[src/packet_deframer_sum16_defines.svh]
// Assertion helpers shared by the deframer modules.
`ifndef PACKET_DEFRAMER_SUM16_DEFINES_SVH
`define PACKET_DEFRAMER_SUM16_DEFINES_SVH

// Check cons in the same cycle as ante.
`define PD16_ASSERT_NOW(lbl, ante, cons, msg) \
   lbl: assert property (@(posedge clock) disable iff (reset) (ante) |-> (cons)) \
      else $error(msg);

// Check cons in the cycle after ante.
`define PD16_ASSERT_NEXT(lbl, ante, cons, msg) \
   lbl: assert property (@(posedge clock) disable iff (reset) (ante) |=> (cons)) \
      else $error(msg);

`endif

[src/pd16_pkg.sv]
package pd16_pkg;

   localparam logic [7:0] SYNC_FIRST  = 8'hA5;
   localparam logic [7:0] SYNC_SECOND = 8'h5A;
   localparam logic [7:0] END_FIRST   = 8'hCC;
   localparam logic [7:0] END_SECOND  = 8'h33;

   localparam logic [2:0] PH_HUNT1 = 3'd0;
   localparam logic [2:0] PH_HUNT2 = 3'd1;
   localparam logic [2:0] PH_LEN   = 3'd2;
   localparam logic [2:0] PH_DATA  = 3'd3;
   localparam logic [2:0] PH_CHKHI = 3'd4;
   localparam logic [2:0] PH_CHKLO = 3'd5;
   localparam logic [2:0] PH_END1  = 3'd6;
   localparam logic [2:0] PH_END2  = 3'd7;

   localparam logic [2:0] EV_NONE    = 3'd0;
   localparam logic [2:0] EV_PAYLOAD = 3'd1;
   localparam logic [2:0] EV_ACCEPT  = 3'd2;
   localparam logic [2:0] EV_BADSUM  = 3'd3;
   localparam logic [2:0] EV_BADEND  = 3'd4;
   localparam logic [2:0] EV_BADSYNC = 3'd5;

   typedef struct packed {
      logic [2:0] event_res;
      logic [7:0] payload_byte;
      logic [7:0] payload_index;
      logic [7:0] frame_length;
   } pd16_rsp_type;

endpackage

[src/packet_deframer_sum16.sv]
// Byte-serial frame receiver with a 16-bit sum check.
// Slave channel (req_): one received byte per word in req_tdata[7:0].
// Master channel (rsp_): exactly one result word per accepted byte.
//   rsp_tuser carries the event (none, payload byte, frame accepted,
//   checksum mismatch, end byte error, sync error); rsp_tdata carries the
//   payload byte, its index and the accepted frame length, zero elsewhere.
// Frame: A5 5A, length, payload, checksum high, checksum low, CC 33.
// An empty buffer offers a byte's result in the cycle after the byte is taken.
// Throughput: one byte per cycle while req_tready is high; the frame state
//   updates in the same cycle that the byte is taken.
// A two-word output buffer sits behind the framer; req_tready comes from
//   its fill count, so one further byte is taken while a result waits.
//   If the receiver keeps rsp_tready low, req_tready drops once both words
//   are held and returns as soon as one is taken.
// Reset (synchronous, active high) empties the buffer and returns the
//   framer to hunting for the first start byte with all sums cleared.
module packet_deframer_sum16 (
   input  logic        clock,
   input  logic        reset,
   input  logic        req_tvalid,
   output logic        req_tready,
   input  logic [7:0]  req_tdata,   // [7:0] rx_byte
   output logic        rsp_tvalid,
   input  logic        rsp_tready,
   output logic [23:0] rsp_tdata,   // [7:0] payload_byte, [15:8] payload_index,
                                    // [23:16] frame_length
   output logic [2:0]  rsp_tuser    // [2:0] event_res
);
   import pd16_pkg::*;

   pd16_rsp_type framer_rsp;
   pd16_rsp_type head_rsp;
   logic         take;
   logic         full;

   assign req_tready = !full;
   assign take       = req_tvalid && req_tready;

   pd16_framer u_framer (
      .clock   (clock),
      .reset   (reset),
      .take    (take),
      .rx_byte (req_tdata),
      .rsp     (framer_rsp)
   );

   pd16_skid u_skid (
      .clock    (clock),
      .reset    (reset),
      .wr_en    (take),
      .wr_data  (framer_rsp),
      .full     (full),
      .rd_valid (rsp_tvalid),
      .rd_ready (rsp_tready),
      .rd_data  (head_rsp)
   );

   assign rsp_tuser = head_rsp.event_res;
   assign rsp_tdata = {head_rsp.frame_length, head_rsp.payload_index,
                       head_rsp.payload_byte};

endmodule

[src/pd16_framer.sv]
`include "packet_deframer_sum16_defines.svh"

module pd16_framer (
   input  logic                  clock,
   input  logic                  reset,
   input  logic                  take,
   input  logic [7:0]            rx_byte,
   output pd16_pkg::pd16_rsp_type rsp
);
   import pd16_pkg::*;

   logic [2:0]  phase_ff, phase_in;
   logic [15:0] running_sum_ff, running_sum_in;
   logic [7:0]  expected_length_ff, expected_length_in;
   logic [7:0]  bytes_taken_ff, bytes_taken_in;
   logic [15:0] received_check_ff, received_check_in;
   logic        clear_frame;
   logic [7:0]  taken_next;

   assign taken_next = bytes_taken_ff + 8'd1;

   always_comb begin
      phase_in           = phase_ff;
      running_sum_in     = running_sum_ff;
      expected_length_in = expected_length_ff;
      bytes_taken_in     = bytes_taken_ff;
      received_check_in  = received_check_ff;
      clear_frame        = 1'b0;
      rsp                = '0;
      if (take) begin
         unique case (phase_ff)
            PH_HUNT1: begin
               if (rx_byte == SYNC_FIRST) begin
                  running_sum_in = '0;
                  phase_in       = PH_HUNT2;
               end
            end
            PH_HUNT2: begin
               if (rx_byte == SYNC_SECOND) begin
                  phase_in = PH_LEN;
               end else begin
                  rsp.event_res = EV_BADSYNC;
                  clear_frame   = 1'b1;
               end
            end
            PH_LEN: begin
               running_sum_in     = running_sum_ff + {8'd0, rx_byte};
               expected_length_in = rx_byte;
               bytes_taken_in     = '0;
               phase_in           = (rx_byte == 8'd0) ? PH_CHKHI : PH_DATA;
            end
            PH_DATA: begin
               running_sum_in    = running_sum_ff + {8'd0, rx_byte};
               rsp.event_res     = EV_PAYLOAD;
               rsp.payload_byte  = rx_byte;
               rsp.payload_index = bytes_taken_ff;
               bytes_taken_in    = taken_next;
               if (taken_next >= expected_length_ff) begin
                  phase_in = PH_CHKHI;
               end
            end
            PH_CHKHI: begin
               received_check_in = {rx_byte, 8'd0};
               phase_in          = PH_CHKLO;
            end
            PH_CHKLO: begin
               received_check_in = {received_check_ff[15:8], rx_byte};
               phase_in          = PH_END1;
            end
            PH_END1: begin
               if (rx_byte == END_FIRST) begin
                  phase_in = PH_END2;
               end else begin
                  rsp.event_res = EV_BADEND;
                  clear_frame   = 1'b1;
               end
            end
            PH_END2: begin
               if (rx_byte != END_SECOND) begin
                  rsp.event_res = EV_BADEND;
               end else if (received_check_ff == running_sum_ff) begin
                  rsp.event_res    = EV_ACCEPT;
                  rsp.frame_length = expected_length_ff;
               end else begin
                  rsp.event_res = EV_BADSUM;
               end
               clear_frame = 1'b1;
            end
            default: begin
               clear_frame = 1'b1;
            end
         endcase
         if (clear_frame) begin
            phase_in           = PH_HUNT1;
            running_sum_in     = '0;
            expected_length_in = '0;
            bytes_taken_in     = '0;
            received_check_in  = '0;
         end
      end
   end

   always_ff @(posedge clock) begin
      if (reset) begin
         phase_ff           <= PH_HUNT1;
         running_sum_ff     <= '0;
         expected_length_ff <= '0;
         bytes_taken_ff     <= '0;
         received_check_ff  <= '0;
      end else begin
         phase_ff           <= phase_in;
         running_sum_ff     <= running_sum_in;
         expected_length_ff <= expected_length_in;
         bytes_taken_ff     <= bytes_taken_in;
         received_check_ff  <= received_check_in;
      end
   end

   `PD16_ASSERT_NOW(a_payload_in_data, take && rsp.event_res == EV_PAYLOAD,
      phase_ff == PH_DATA, "payload word outside data phase")
   `PD16_ASSERT_NOW(a_index_in_range, phase_ff == PH_DATA,
      bytes_taken_ff < expected_length_ff, "payload index beyond length")
   `PD16_ASSERT_NEXT(a_end_clears, take && (rsp.event_res == EV_ACCEPT ||
      rsp.event_res == EV_BADSUM || rsp.event_res == EV_BADEND ||
      rsp.event_res == EV_BADSYNC), phase_ff == PH_HUNT1 && running_sum_ff == 16'd0,
      "frame state not cleared after frame end")

endmodule

[src/pd16_skid.sv]
`include "packet_deframer_sum16_defines.svh"

module pd16_skid (
   input  logic                   clock,
   input  logic                   reset,
   input  logic                   wr_en,
   input  pd16_pkg::pd16_rsp_type wr_data,
   output logic                   full,
   output logic                   rd_valid,
   input  logic                   rd_ready,
   output pd16_pkg::pd16_rsp_type rd_data
);
   import pd16_pkg::*;

   pd16_rsp_type head_ff, head_in;
   pd16_rsp_type tail_ff, tail_in;
   logic [1:0]   count_ff, count_in;
   logic         pop;

   assign pop      = rd_valid && rd_ready;
   assign full     = (count_ff == 2'd2);
   assign rd_valid = (count_ff != 2'd0);
   assign rd_data  = head_ff;

   always_comb begin
      head_in  = head_ff;
      tail_in  = tail_ff;
      count_in = count_ff;
      case ({wr_en, pop})
         2'b11: begin
            if (count_ff == 2'd1) begin
               head_in = wr_data;
            end else begin
               head_in = tail_ff;
               tail_in = wr_data;
            end
         end
         2'b10: begin
            if (count_ff == 2'd0) begin
               head_in = wr_data;
            end else begin
               tail_in = wr_data;
            end
            count_in = count_ff + 2'd1;
         end
         2'b01: begin
            head_in  = tail_ff;
            count_in = count_ff - 2'd1;
         end
         default: begin
         end
      endcase
   end

   always_ff @(posedge clock) begin
      if (reset) begin
         count_ff <= '0;
      end else begin
         count_ff <= count_in;
      end
      head_ff <= head_in;
      tail_ff <= tail_in;
   end

   `PD16_ASSERT_NOW(a_no_overflow, wr_en, count_ff != 2'd2, "write into full buffer")
   `PD16_ASSERT_NEXT(a_drain, pop && !wr_en && count_ff == 2'd1, count_ff == 2'd0,
      "buffer did not drain")

endmodule

[config.mk]
export PLATFORM = sky130hd
export DESIGN_NAME = packet_deframer_sum16
export DESIGN_NICKNAME = d
export VERILOG_FILES = /design/src/pd16_pkg.sv /design/src/packet_deframer_sum16.sv /design/src/pd16_framer.sv /design/src/pd16_skid.sv
export VERILOG_INCLUDE_DIRS = /design/src /design/src/src
export SDC_FILE = /design/constraint.sdc
export NUM_CORES = 1
export LEC_CHECK = 0
export BUFFER_PORTS_ARGS = -buffer_cell sky130_fd_sc_hd__buf_2
export CAP_MARGIN = 20
export CORE_UTILIZATION = 61
export CTS_CLUSTER_DIAMETER = 60
export DETAILED_ROUTE_END_ITERATION = 16
export PLACE_DENSITY = 0.77
export SLEW_MARGIN = 20
export SYNTH_ARGS = -nofsm -noshare
export SYNTH_HDL_FRONTEND = slang
export SYNTH_HIERARCHICAL = 1
export SYNTH_SLANG_ARGS = --single-unit
[constraint.sdc]
create_clock -name clock -period 4.8 [get_ports clock]
set_input_delay 0 -clock clock [delete_from_list [all_inputs] [get_ports clock]]
set_output_delay 0 -clock clock [all_outputs]
set_load 0.01 [all_outputs]
# Word level (Yosys, flattened, before mapping)
# Cells that the tools add are included.
# totals
register_bits	107
inputBits	12
out_inout_bits	29
word_cells	107
# classes
add_sub_neg	4
n_lt_le_gt_ge	1
n_eq_ne	25
n_mux	37
n_reduce_logical	25
# ops
cell	n
$mux W27	5
$pmux W27 S3	1
$mux W16	4
$pmux W16 S2	2
$pmux W27 S2	1
$mux W8	6
$mux W3	9
$pmux W3 S7	1
$add A16 B8 Y16	1
$eq A16 B16 Y1	1
$eq A8 B8 Y1 const B	2
$pmux W8 S2	1
$eq A3 B3 Y1 const B	4
$ne A3 B1 Y1 const B	4
$pmux W3 S4	1
$reduce_bool A3 Y1	4
$reduce_bool A2 Y1	5
$reduce_and A3 Y1	3
$add A8 B1 Y8 const B	1
$eq A8 B7 Y1 const B	1
$ge A8 B8 Y1	1
$logic_not A8 Y1	1
$ne A8 B6 Y1 const B	1
$reduce_and A2 Y1	4
other kinds (18)	28

# Depth between registers and ports, before layout
# Gate-level depths: netlist of the first run.
# logic_depth
word_depth	7
depth_mapped	10
ltp_nobuf	9

# Cells and area by module
# The synthesis of the first run kept the hierarchy.
# modules_own_cells
module	instances	cells_each	area_each_um2	seq_area_each_um2
pd16_framer	1	429	3540.9	1021.0
pd16_skid	1	177	2663.8	1661.6
packet_deframer_sum16	1	2	10.0	0.0

# Least setup slack after synthesis of the first run
# Ideal clock, no wire load.
# synth_path
kind	register to register
start	register u_skid.count_ff[0]
end	register u_skid.head_ff, in the netlist u_skid/rd_data[0], enable pin
setup_time_ns	0.449
arrival_ns	2.894
required_ns	4.351
setup_slack_ns	1.458
stages_incl_launch_ff	6
path_buffers	0
synth_period_minus_slack_ns	3.342
cell_sequence	dfxtp_1 inv_1 ha_1 nor2b_1 inv_1 o21ai_0
# synth_between
elab_chain_cells	6
word_cells_on_any_way	12
classes_between	eq/ne: 5; reduce/logical: 7
# synth_lines
element	line_no	source
from (decl)	pd16_skid.sv:17	logic [1:0] count_ff, count_in;
from (signal assigned)	pd16_skid.sv:59	count_ff <= count_in;
$eq A2 B2 Y1 *	pd16_skid.sv:21	assign full = (count_ff == 2'd2);
net full	packet_deframer_sum16.sv:34	logic full;
$logic_not A1 Y1 *	packet_deframer_sum16.sv:36	assign req_tready = !full;
$logic_and A1 B1 Y1 *	packet_deframer_sum16.sv:37	assign take = req_tvalid && req_tready;
net take	packet_deframer_sum16.sv:33	logic take;
$eq A2 B2 Y1 or $eq A2 B1 Y1 (tied branches)	pd16_skid.sv:29	case ({wr_en, pop})
$ne A2 B1 Y1 (no line) or $reduce_bool A3 Y1 (tied branches)	-	
$reduce_and A2 Y1 (no line) *	-	
to (signal assigned)	pd16_skid.sv:61	head_ff <= head_in;
to (decl)	pd16_skid.sv:15	pd16_rsp_type head_ff, head_in;
# Mark *: on every way through the listed nets, which the timed path passes. The rest lies on a longest branch.
# A chain may end at the register's enable or synchronous reset.

==> flow_metrics.py, run 1 <==
metrics = {
    "clocking": {
        "cts_setup_buffers": 0,
        "tritoncts": "done",
        "ctsResizeCount": 0,
        "clk_pin_slew_ns": 0.11,
        "cts_sinks": 107,
        "htree_levels": 3,
        "cts-root-buf": "clkbuf_8",
        "cts_buffers": 9,
        "clk_latency_ns": 0.38,
        "cts.path.max_buffers": 2,
        "cts_hold_buf": 8,
    },
    "critical_path": {
        "slowest_stage": "ha_2",
        "crit_arrival_ns": 3.09,
        "end_kind": "flip-flop",
        "startpoint": "u_skid/count_ff[0]$_SDFFE_PP0N_",
        "crit_buf_inv": 3,
        "cpLargestDelayFamily": "adder cells",
        "path_cells": "inv_1 -> ha_1 -> nor2b_2 -> buf_4 -> inv_1 -> ha_2 -> a221oi_1 -> a21oi_1",
        "timing.critical_path.mode_cell": "inv_1",
        "start_kind": "flip-flop",
        "path_max_fanout": 58,
        "regToRegStartpoint": "u_skid/count_ff[0]$_SDFFE_PP0N_",
        "required_ns": 5.02,
        "critPathKind": "flip-flop to flip-flop",
        "crit_path_max_incr_delay_ns": 1.07,
    },
    "placement": {
        "place_area_sq_um": 6390,
        "dp_slack_ns": 1.94,
        "gp_congestion": 0.904,
        "dpl.hpwl_um": 9960,
        "port_buffers": 40,
    },
    "die": {
        "die_x_um": 103,
        "die_h_um": 103,
        "io_pins": 41,
        "dieArea_sq_um": 10600,
        "core_area_sq_um": 9820,
        "num_rows": 36,
        "start_util_pct": 63.3,
    },
    "drt": {
        "drc": 0,
        "drt_wl_total_um": 14900,
        "wl_per_cell_um": 19.2,
        "dr.pass1.iters": 6,
        "ant_nets": 0,
        "drtIter0Drc": 413,
        "via_per_inst": 6.68,
        "route.vias.total": 5163,
    },
    "synth": {
        "synth_ff_type": "edfxtp_1",
        "netlist.area_leader.share_pct": 26.1,
        "synth_area_sq_um": 6210,
        "syn-num-nets": 645,
        "avgSynthCellArea_sq_um": 10.2,
        "ys_ff_latch": 107,
        "synth_edf_count": 54,
        "synthTopCellsByArea": "edfxtp_1 (26%), dfxtp_1 (17%), a21oi_1 (5.7%), ha_1 (4.8%), mux2i_1 (4.3%)",
        "ys_types": 72,
        "ys_warn_count": 6,
        "synthCells": 608,
        "async_flop_share_pct": 0,
        "synth_area_leader_cell": "edfxtp_1",
        "yosysSeqAreaShare_pct": 43.2,
    },
    "final_layout": {
        "drive_above_1_share_pct": 14.5,
        "finalNetCount": 672,
        "regArea_sq_um": 2680,
        "antenna_cells": 0,
        "syn_to_final_growth_pct": 7.19,
        "final_cell_mix": "a21oi_1 (70), edfxtp_1 (54), dfxtp_1 (53)",
        "final_common_cell": "a21oi_1",
        "fin_area_sq_um": 6660,
        "multi_input_area_sq_um": 3210,
        "final_util_pct": 67.8,
        "n_fill_cell": 793,
    },
    "power": {
        "peakVddDrop_mv": 0.283,
        "power_density_nw_per_um2": 433,
        "power_w": 0.00288,
        "p_leak_nw": 2.45,
    },
    "outcome": {
        "run_status": "finished, final reports clean",
    },
    "timing": {
        "fmax_mhz": 348,
        "hold_viol": 0,
        "post-route-period-util_pct": 59.8,
        "setup_ws_ns": 1.93,
        "worstMarginPinSlew_ns": 1.09,
        "tns_ns": 0,
        "slew_headroom_pct": 27.6,
        "skew_ns": 0.00992,
        "grt_setup_unrepaired": "false",
        "drv_slew": 0,
        "final-setup-viol-count": 0,
        "period_minus_slack_ns": 2.87,
    },
    "flow_run": {
        "max_cap_violations": 0,
    },
    "global_routing": {
        "grt_usage_pct": 30.0,
        "grt_pass1_vias": 4749,
        "grt_pass1_wl_um": 24200,
        "grt_overflow": 0,
        "antenna_found_initial": 0,
        "grt_max_degree": 59,
    },
    "min_path": {
        "hold_start": "reset",
        "hold_path_class": "input port to flip-flop",
    },
}
synth_stat cells (all sizes together), types with 15 or more instances:
| library cell | count |
|---|---|
| a21oi | 71 |
| edfxtp | 54 |
| dfxtp | 53 |
| nand3 | 38 |
| a221oi | 28 |
| mux2i | 27 |
| buf | 25 |
| nand2 | 25 |
| ha | 24 |
| inv | 24 |
| nor2 | 23 |
| xnor2 | 20 |
| and2 | 18 |
| o21ai | 18 |
| nand4 | 15 |
sequential cells by signal (all words and copies together), names as in the netlist:
signal / count
u_framer/bytes_taken_ff: 8
u_framer/expected_length_ff: 8
u_framer/phase_ff: 3
u_framer/received_check_ff: 16
u_framer/running_sum_ff: 16
u_skid/count_ff: 2
u_skid/rd_data: 27
u_skid/tail_ff: 27
layout make-up:
class | instances | area share [%]
clock inverter | 7 | 0.883
inverter | 25 | 1.41
clock buffer | 9 | 1.86
sequential | 107 | 40.3
multi-input combinational | 438 | 48.2
tap | 133 | 2.50
timing repair buffer | 54 | 4.88
per-layer routing:
layer,track usage [%],wire length [um],share of wire (%),up-vias
li1,-,-,-,2408
met1,40.5,6370,43,2486
met2,47.7,7200,48,225
met3,4.75,881,5.9,44
met4,13.5,399,2.7,0
met5,0,0,0,-
path summary, 6_finish.rpt:
check                           cells after the start                                          to  slack, ns
worst min-delay path                                3     u_framer/running_sum_ff[4]$_SDFFE_PP0P_       0.18
worst max-delay path                                8                u_skid/rd_data[11]$_DFFE_PP_       1.93
worst max register to register                      8                u_skid/rd_data[11]$_DFFE_PP_       1.93
worst min register to register                      2  u_framer/received_check_ff[9]$_SDFFE_PP0P_       0.49
power breakdown:
group / switching [W] / leakage [nW] / internal (W)
sequential: 0.0000845 / 0.958 / 0.00129
combinational: 0.000615 / 1.40 / 0.000366
clock: 0.000331 / 0.0937 / 0.000197
worst register-to-register path, stage by stage (launching register included):
cell and delay (ns):
dfxtp_1 0.38, inv_1 0.08, ha_1 0.23, nor2b_2 0.11, buf_4 0.32, inv_1 0.16, ha_2 1.07, a221oi_1 0.17
a21oi_1 0.20
kinds of logic (layout without fill, tap and decap cells):
kind of cell    Yosys count  count (layout)  share of synthesized area (%)
compound gates          192             192                           23.2
simple gates            168             168                           14.9
flops                   107             107                           43.2
buf+inv                  63              95                           5.58
mux                      27              27                           4.35
xor+xnor                 26              26                           3.66
fa+ha+maj                25              25                           5.15
metrics by stage:
step | hold WS (ns) | cells
4_1_cts | 0.179 | 773
6_report | 0.183 | 773
3_3_place_gp | 0.359 | 749
2_1_floorplan | 0.0691 | 608
3_5_place_dp | 0.384 | 749
5_1_grt | 0.199 | 773
Power figures use the tool's default switching activity.
==> run 2: changes to the inputs <==
Settings changed: CORE_UTILIZATION 61 to 55, PLACE_DENSITY 0.77 to 0.73.
Clock period 4.8 ns to 2.59 ns, I/O delays scaled along.
==> flow_metrics.py, run 2 (synthesis gave the netlist of run 1 again) <==
metrics = {
    "outcome": {
        "run_status": "finished, final reports clean",
    },
    "critical_path": {
        "slowest_stage": "or4_4",
        "path_cells": "and3_4 -> and3_4 -> xor2_1 -> ha_1 -> nand3_2 -> o311a_1 -> or4_4 -> a221oi_2",
        "critPathKind": "flip-flop to flip-flop",
        "required_ns": 2.86,
        "end_kind": "flip-flop",
        "path_max_fanout": 4,
        "regToRegStartpoint": "u_framer/bytes_taken_ff[2]$_SDFFE_PP0P_",
        "startpoint": "u_framer/bytes_taken_ff[2]$_SDFFE_PP0P_",
        "crit_buf_inv": 0,
        "start_kind": "flip-flop",
        "timing.critical_path.mode_cell": "and3_4",
        "r2r_end": "u_framer/phase_ff[2]$_SDFFE_PP0P_",
        "reg2reg_setup_slack_ns": 0.06,
        "ff2ff_path_depth": 8,
        "crit_arrival_ns": 2.79,
        "crit_path_max_incr_delay_ns": 0.54,
        "cpLargestDelayFamily": "simple AND/OR/NAND/NOR gates",
    },
    "timing": {
        "hold_viol": 0,
        "worstMarginPinSlew_ns": 0.727,
        "fmax_mhz": 396,
        "slew_headroom_pct": 51.4,
        "final-setup-viol-count": 0,
        "drv_slew": 0,
        "post-route-period-util_pct": 97.5,
        "period_minus_slack_ns": 2.53,
        "skew_ns": 0.00336,
        "holdWs_ns": 0.0125,
    },
    "flow_run": {
        "max_cap_violations": 0,
    },
    "power": {
        "power_w": 0.00597,
        "p_leak_nw": 2.63,
        "intPower_w": 0.00400,
        "swShare_pct": 33.0,
        "peakVddDrop_mv": 1.13,
        "switching_power_w": 0.00197,
        "comb_power_share_pct": 32.3,
        "clock_power_share_pct": 25.0,
        "seq_power_share_pct": 42.7,
        "power_density_nw_per_um2": 849,
    },
    "die": {
        "dieArea_sq_um": 11700,
        "io_pins": 41,
        "die_h_um": 108,
        "core_area_sq_um": 10900,
        "die_x_um": 108,
        "start_util_pct": 56.8,
        "num_rows": 38,
    },
    "clocking": {
        "htree_levels": 3,
        "clk_pin_slew_ns": 0.07,
        "tritoncts": "done",
        "cts_buffers": 9,
        "clk_latency_ns": 0.35,
        "cts.path.max_buffers": 2,
        "cts_sinks": 107,
        "cts-root-buf": "clkbuf_16",
    },
    "final_layout": {
        "finalNetCount": 691,
        "antenna_cells": 0,
        "drive_above_1_share_pct": 19.7,
        "syn_to_final_growth_pct": 13.1,
        "final_cell_mix": "a21oi_1 (70), edfxtp_1 (54), dfxtp_1 (50)",
        "final_common_cell": "a21oi_1",
        "fin_area_sq_um": 7030,
    },
    "global_routing": {
        "grt_max_degree": 32,
        "grt_overflow": 0,
        "grt_usage_pct": 26.9,
        "grt_pass1_vias": 5069,
        "antenna_found_initial": 0,
        "grt_pass1_wl_um": 24500,
    },
    "min_path": {
        "hold-path-endpoint": "u_framer/received_check_ff[4]$_SDFFE_PP0P_",
        "min_path_cells": 3,
        "hold_start": "req_tdata[4]",
        "hold_path_class": "input port to flip-flop",
    },
    "drt": {
        "drtIter0Drc": 515,
        "drt_wl_total_um": 15300,
        "drc": 0,
        "wl_per_cell_um": 19.1,
        "route.vias.total": 5275,
        "ant_nets": 0,
        "via_per_inst": 6.60,
        "dr.pass1.iters": 5,
    },
    "placement": {
        "port_buffers": 40,
        "place_area_sq_um": 6610,
        "dpl.hpwl_um": 10700,
        "gp_congestion": 0.898,
    },
}
[run 2: worst register-to-register path, stage by stage (launching register included)]
cell	delay, ns
dfxtp_4	0.35
and3_4	0.18
and3_4	0.19
xor2_1	0.15
ha_1	0.34
nand3_2	0.09
o311a_1	0.38
or4_4	0.54
a221oi_2	0.23
[run 2: routing by layer]
layer / routed length [um] / up-vias / part of all wire (%) / GRT usage, %
met3: 817 / 27 / 5.3 / 4.52
met5: 0 / - / 0 / 0
li1: - / 2455 / - / -
met1: 6600 / 2610 / 43 / 34.2
met4: 291 / 0 / 1.9 / 10.2
met2: 7570 / 183 / 50 / 45.6
[run 2: cell type report]
class	count	area, sq um
flip-flops and latches	107	2690
well taps	140	175
clock buffers	9	225
fillers	876	3910
multi-input cells	438	3260
inverters	25	93.8
repair buffers	73	488
clock inverters	7	100
[run 2: through the flow]
stage | TNS, ns | cells | setup slack, ns | utilization [%]
after floorplan | 0 | 608 | 0.100 | -
after global placement | 0 | 779 | 0.109 | 60.5
after detailed placement | 0 | 779 | 0.0298 | 60.5
after CTS | 0 | 796 | 0.00162 | 63.5
after global routing | -0.0240 | 799 | -0.0240 | 64.3
final | 0 | 799 | 0.0647 | 64.3
[run 2: worst max path at each step]
stage	to	slack, ns	depth (start not counted)
floorplan	u_framer/phase_ff[2]$_SDFFE_PP0P_	0.10	9
global placement	u_framer/phase_ff[2]$_SDFFE_PP0P_	0.11	8
detailed placement	u_framer/phase_ff[2]$_SDFFE_PP0P_	0.03	9
CTS	u_framer/phase_ff[2]$_SDFFE_PP0P_	0.002	9
global route	u_framer/phase_ff[2]$_SDFFE_PP0P_	-0.02	8
finish	u_framer/phase_ff[2]$_SDFFE_PP0P_	0.06	8
[run 2: power by group through the flow]
stage	clock, W	sequential (W)	combinational (W)
final	0.00149	0.00255	0.00193
after global routing	0.00158	0.00259	0.00213
after CTS	0.00152	0.00255	0.00194
after detailed placement	0	0.00259	0.00192
after global placement	0	0.00255	0.00185
after floorplan	0	0.00269	0.00126
[run 2: repair_timing]
action | CTS | global route
setup endpoints to repair | 1 | 1
gates resized for setup | 1 | 15
hold endpoints to repair | 1 | 0
setup buffers | 0 | 3
hold buffers | 1 | 0
pin swaps | 1 | 9
